`src/rtl/svs_pkg.sv`:
```
// ----------------------------------------------------------------------------
// svs_pkg
// Shared types, codes and helpers for the sparse axis value store.
// ----------------------------------------------------------------------------
package svs_pkg;

    // Field widths of the request and response channels
    localparam int OP_W     = 1;
    localparam int AXIS_W   = 7;
    localparam int VALUE_W  = 32;
    localparam int STATUS_W = 2;
    localparam int COUNT_W  = 7;
    localparam int MASK_W   = 64;
    localparam int SHIFT_W  = 6;

    // Highest axis number held in the presence mask
    localparam logic [AXIS_W-1:0] AXIS_LIMIT = 7'd63;

    // Both signed zero patterns count as zero
    localparam logic [VALUE_W-1:0] ZERO_MASK = 32'h7FFF_FFFF;

    // Operation codes
    localparam logic [OP_W-1:0] OP_GET = 1'b0;
    localparam logic [OP_W-1:0] OP_SET = 1'b1;

    // Response status codes
    typedef enum logic [STATUS_W-1:0] {
        STATUS_OK    = 2'd0,
        STATUS_RANGE = 2'd1,
        STATUS_FULL  = 2'd2
    } svs_status_t;

    // Sequencer states
    typedef enum logic [2:0] {
        ST_IDLE,
        ST_COUNT,
        ST_DECIDE,
        ST_READ,
        ST_READ_WAIT,
        ST_SHIFT_RD,
        ST_SHIFT_WR,
        ST_FINISH
    } svs_state_t;

    // Population count of one byte of the mask
    function automatic logic [3:0] popcount8(input logic [7:0] v);
        logic [3:0] n;
        n = 4'd0;
        for (int i = 0; i < 8; i++)
        begin
            n = n + {3'd0, v[i]};
        end
        return n;
    endfunction

endpackage

```
`src/rtl/svs_slot_counter.sv`:
```
// ----------------------------------------------------------------------------
// svs_slot_counter
// Counts the set bits of a 64-bit operand one byte per cycle, eight bytes in
// turn, using a single byte-wide population count unit.
// ----------------------------------------------------------------------------
module svs_slot_counter
    import svs_pkg::*;
(
    input  logic               clk,
    input  logic               rst_n,
    input  logic               start,
    input  logic [MASK_W-1:0]  operand,
    output logic               done,
    output logic [COUNT_W-1:0] slot
);

    logic [MASK_W-1:0]  scan_reg,  scan_next;
    logic [2:0]         chunk_reg, chunk_next;
    logic [COUNT_W-1:0] acc_reg,   acc_next;
    logic               run_reg,   run_next;

    // Load on start, then fold in one byte per cycle
    always_comb
    begin
        scan_next  = scan_reg;
        chunk_next = chunk_reg;
        acc_next   = acc_reg;
        run_next   = run_reg;
        if (start)
        begin
            scan_next  = operand;
            chunk_next = 3'd0;
            acc_next   = '0;
            run_next   = 1'b1;
        end
        else if (run_reg)
        begin
            acc_next   = acc_reg + {3'd0, popcount8(scan_reg[7:0])};
            scan_next  = {8'd0, scan_reg[MASK_W-1:8]};
            chunk_next = chunk_reg + 3'd1;
            if (chunk_reg == 3'd7)
            begin
                run_next = 1'b0;
            end
        end
    end

    always_ff @(posedge clk or negedge rst_n)
    begin
        if (!rst_n)
        begin
            run_reg   <= 1'b0;
            chunk_reg <= 3'd0;
            acc_reg   <= '0;
        end
        else
        begin
            run_reg   <= run_next;
            chunk_reg <= chunk_next;
            acc_reg   <= acc_next;
        end
    end

    // Operand shift line carries payload only
    always_ff @(posedge clk)
    begin
        scan_reg <= scan_next;
    end

    // Last byte folds in at this edge
    assign done = run_reg && (chunk_reg == 3'd7);
    assign slot = acc_reg;

endmodule

```
`config.mk`:
```
export PLATFORM = sky130hd
export DESIGN_NAME = svs_slot_counter
export DESIGN_NICKNAME = d
export VERILOG_FILES = /design/src/rtl/svs_pkg.sv /design/src/rtl/svs_slot_counter.sv
export SDC_FILE = /design/constraint.sdc
export NUM_CORES = 1
export LEC_CHECK = 0
export BUFFER_PORTS_ARGS = -buffer_cell sky130_fd_sc_hd__buf_2
export CAP_MARGIN = 40
export CORE_ASPECT_RATIO = 0.7
export CORE_MARGIN = 2
export CORE_UTILIZATION = 58
export CTS_CLUSTER_DIAMETER = 200
export CTS_CLUSTER_SIZE = 40
export DETAILED_ROUTE_END_ITERATION = 8
export GPL_TIMING_DRIVEN = 0
export PLACE_DENSITY = 0.84
export SLEW_MARGIN = 20
export SYNTH_ARGS = -nofsm -noshare
export SYNTH_HDL_FRONTEND = slang
export SYNTH_SLANG_ARGS = --single-unit
```
`constraint.sdc`:
```
create_clock -name clk -period 9.5 [get_ports clk]
set_input_delay 0.475 -clock clk [delete_from_list [all_inputs] [get_ports clk]]
set_output_delay 0.475 -clock clk [all_outputs]
set_load 0.02 [all_outputs]
```
; ---- Yosys cells after proc, flatten, opt, wreduce, memory -nomap -nowiden
; Index checks and enable logic that the tools add are counted.
[word_totals]
out_inout_bits = 8
inputBits = 67
elab_cells = 25
register_bits = 75
[op_classes]
muxes = 9
eq_ne = 1
n_reduce_logical = 2
addsub = 9
[op_table]
columns = operator, count
row1 = 64-bit two-way mux, 2
row2 = 4-bit by 1-bit adder with 4-bit output, 4
row3 = 7-bit two-way mux, 2
row4 = 7-bit by 4-bit adder with 7-bit output, 1
row5 = 3-bit two-way mux, 2
row6 = 3-bit by 1-bit adder with 4-bit output, 1
row7 = 2-bit by 1-bit adder with 3-bit output, 1
row8 = 3-bit by 1-bit adder with 3-bit output (second input constant), 1
row9 = 3-bit == test (second input constant), 1
row10 = 1-bit two-way mux, 3
row11 = 1-bit by 1-bit adder with 2-bit output, 1
row12 = 2-bit nonzero test, 1
row13 = 1-bit logical AND, 1

; ---- Depth between registers and ports, before layout
[depth]
word_depth = 10
depth_mapped = 11
mapped_depth_nobuf = 11

; ---- Worst setup path before layout
; Ideal clock, no wire load.
[synth_timing]
path_kind = reg-to-reg
from = reg acc_reg[0] (netlist: slot[0])
to = reg acc_reg[6] (netlist: slot[6])
period_less_slack_ns = 3.150
arrival_time_ns = 3.029
stages_incl_launch_ff = 12
slack_ns = 6.350
path_buffers = 0
path_cell_list = dfrtp_1 fa_1 inv_1 fa_1 fa_1 fa_1 inv_1 fa_1 nand3_1 a21oi_1 xnor2_1 nor2_1
[synth_via]
elab_chain_len = 3
[synth_rtl]
columns = item, line
row1 = from (decl), svs_slot_counter.sv:19  ; logic [COUNT_W-1:0] acc_reg, acc_next;
row2 = from (signal assigned), svs_slot_counter.sv:60  ; acc_reg <= acc_next;
row3 = 7-bit by 4-bit adder with 7-bit output, svs_slot_counter.sv:38  ; acc_next = acc_reg + {3'd0, popcount8(scan_reg[7:0])};
row4 = 7-bit two-way mux, svs_slot_counter.sv:36  ; else if (run_reg)
row5 = 7-bit two-way mux, svs_slot_counter.sv:29  ; if (start)
; No other way between the ends. The select of a mux whose other input is x is not followed.
; A chain may end at the register's enable or synchronous reset.

; ---- Final worst setup path
; Same ends and word-level chain as after synthesis.

==> results.sh <==
export IMPL_ir_drop_mv=0.09667
export IMPL_p_total_uw=934.8
export IMPL_relSlewSlack_pct=77.15
export IMPL_design_die_area_um2=6658
export IMPL_drv_cap=0
export IMPL_seq_area_frac_synth_pct=63.01
export IMPL_grt_pass1_wl_um=10090
export IMPL_viasPerCell=5.190
export IMPL_syn_to_final_growth_pct=21.56
export IMPL_setup_viol=0
export IMPL_skew_ns=0.005877
export IMPL_finalInstanceArea_um2=4239
export IMPL_post_dp_hpwl_um=4498
export IMPL_ios=75
export IMPL_cellPowerDensity_nw_per_um2=220.5
export IMPL_fmax_mhz=305.1
export IMPL_clk_insertion_delay_late_ns=0.34
export IMPL_clk_pin_slew_worst_paths_ns=0.07
export IMPL_power_frac_comb_pct=22.6
export IMPL_power_frac_seq_pct=44.3
export IMPL_finalCritPeriodShare_pct=34.50
export IMPL_switching_share_pct=25.16
export IMPL_num_antenna_cells=0
export IMPL_synthCells=213
export IMPL_htree_levels=3
export IMPL_p_leak_nw=1.895
export IMPL_grt_pass1_vias=2090
export IMPL_cp_data_required_time_ns=9.73
export IMPL_grt_max_degree=53
export IMPL_vias=1962
export IMPL_slew_viol_final=0
export IMPL_detail_route_iter0_violations=97
export IMPL_gp_congestion=0.8469
export IMPL_drcViolationCount=0
export IMPL_switchingPower_uw=235.2
export IMPL_arrival_ns=3.51
export IMPL_r2r_worst_path_cells=11
export IMPL_status="finished clean"
export IMPL_cts_tree="done"
export IMPL_period_needed_ns=3.278
export IMPL_layout_common_cells="buf_2, edfxtp_1, mux2_2, inv_1, dfrtp_1"
export IMPL_synth_nets=293
export IMPL_cp_start_kind="flip-flop"
export IMPL_place_ws_ns=6.222
export IMPL_cts_sinks=75
export IMPL_critPathMaxStageDelay_ns=0.54
export IMPL_antenna_found_initial=0
export IMPL_cp_cell_sequence="fa_1, inv_1, fa_1, fa_1, fa_1, inv_1, fa_1, nand3_1, a21oi_1, xnor2_1, nor2_1"
export IMPL_synth_seq_cells=75
export IMPL_setup_tns_ns=0
export IMPL_crit_path_max_fanout=3
export IMPL_crit_cells=11
export IMPL_synth_warnings=0
export IMPL_core_area_um2=5756
export IMPL_post_dp_cell_area_um2=3976
export IMPL_syn_cell_area_um2=3487
export IMPL_overflow=0
export IMPL_nets=379
export IMPL_routed_wl_um=6314
export IMPL_crit_top_cell="fa_1"
export IMPL_hp_class="in2reg"
export IMPL_fillers=372
export IMPL_rsz0062_at_grt="false"
export IMPL_crit_type="reg2reg"
export IMPL_clockPowerShare_pct=33.1
export IMPL_setup_slack_ns=6.222
export IMPL_die_height_um=68.88
export IMPL_crit_slowest_cell="fa_1"
export IMPL_rows=23
export IMPL_postSynthAreaPerCell_um2=16.37
export IMPL_final_common_cell="buf_2"
export IMPL_die_w_um=96.68
export IMPL_tightest_slew_ns=0.3412
export IMPL_drt_pass1_iterations=4
export IMPL_postCtsSetupRepairBufs=0
export IMPL_cts_root_buf="clkbuf_8"
export IMPL_synth_distinct_cells=29
export IMPL_critPathTopFamily="adder cells"
export IMPL_cts_buffers=9
export IMPL_holdPathStages=2
export IMPL_crit_buf_inv=2
export IMPL_largest_reg_flops=64
export IMPL_start_util_pct=60.59
export IMPL_worstSetupEndpointType="flip-flop"
export IMPL_drive_gt1_share_pct=51.82
export IMPL_ant_nets=0
export IMPL_track_usage_pct=21.09
export IMPL_wl_per_cell_um=16.70
export IMPL_io_buffers=73
export IMPL_cts_buffer_depth=2
export IMPL_internal_power_uw=699.6
export IMPL_hold_viol_final=0
-- stage by stage --
stage	util, %	hold WS (ns)	cells
after detailed placement	69.09	0.3673	362
after global routing	73.65	0.3858	378
final	73.65	0.4076	378
after CTS	73.65	0.3912	378
after floorplan	-	0.1794	213
after global placement	68.57	0.3576	361
-- cell families (layout without fill, tap and decap cells) --
kind of cell    Yosys count  count (layout)  synth area share, %
xor+xnor                  4               4                1.005
buf+inv                  23             113                3.445
fa+ha+maj                13              13                5.741
mux                      61              61                20.63
flops                    75              75                63.01
simple gates             27              27                3.983
compound gates           10              10                2.189
-- area by class of cell --
type	instances	area, um2	area share (%)
Sequential cell	75	2197	51.83
Multi-Input combinational cell	115	1172	27.66
Timing Repair Buffer	75	402.9	9.504
Clock inverter	6	128.9	3.040
Clock buffer	9	123.9	2.922
Tap cell	75	93.84	2.214
Buffer	10	71.32	1.682
Inverter	13	48.80	1.151
-- power groups by stage --
stage               Sequential [mW]  Clock (mW)  Combinational (mW)
floorplan                     0.426           0               0.142
global placement              0.418           0               0.194
detailed placement            0.421           0               0.211
CTS                           0.414       0.315               0.214
global route                  0.418       0.332               0.239
finish                        0.414       0.310               0.211
-- repair_timing --
item | 4_1_cts | 5_1_grt
endpoints found under the hold margin | 11 | 0
hold buffers | 1 | 0
resized for setup | 0 | 0
-- worst register-to-register path: stages, from the launching register on --
cell and delay (ns):
dfrtp_1 0.42, fa_1 0.54, inv_1 0.05, fa_1 0.50, fa_1 0.44, fa_1 0.38, inv_1 0.13, fa_1 0.23
nand3_1 0.11, a21oi_1 0.17, xnor2_1 0.13, nor2_1 0.05
-- synth_stat cells --
library cell  number  area share (%)
and2_1             9             1.6
ha_1               8             2.9
nand3_1            2            0.29
a21oi_1            2            0.29
mux2_4            10             4.3
or2_1              1            0.18
nand4_1            1            0.18
o221ai_2           1            0.43
nor2_1            10             1.1
edfxtp_1          64              55
inv_1             13             1.4
a21oi_2            1            0.25
a21boi_1           1            0.22
dfrtp_1           11             7.9
a31oi_1            1            0.18
fa_1               5             2.9
mux2_2            46              15
mux2_1             1            0.32
a21o_1             2            0.43
buf_2              6            0.86
buf_4              1            0.22
xnor2_1            4             1.0
nor2b_1            1            0.18
nand2_1            2            0.22
nand4b_1           1            0.25
mux2i_1            4             1.1
buf_6              3            0.97
o22ai_1            1            0.18
a211oi_1           1            0.22
-- metal layers --
layer  GRT usage [%]  part of all wire [%]
met4           7.746                   2.0
met2           37.41                    50
met3           10.48                   6.8
met5               0                     0
met1           22.45                    41
-- final timing paths --
check	from	endpoint	slack, ns
setup / recovery	slot[0]	slot[6]	6.22
hold / removal	operand[56]	scan_reg[56]	0.41
setup reg to reg	slot[0]	slot[6]	6.22
hold reg to reg	chunk_reg[1]	chunk_reg[1]	0.54
max in group asynchronous	rst_n	chunk_reg[2]	8.76
min in group asynchronous	rst_n	slot[1]	0.53
(Power assumes the default switching activity.)
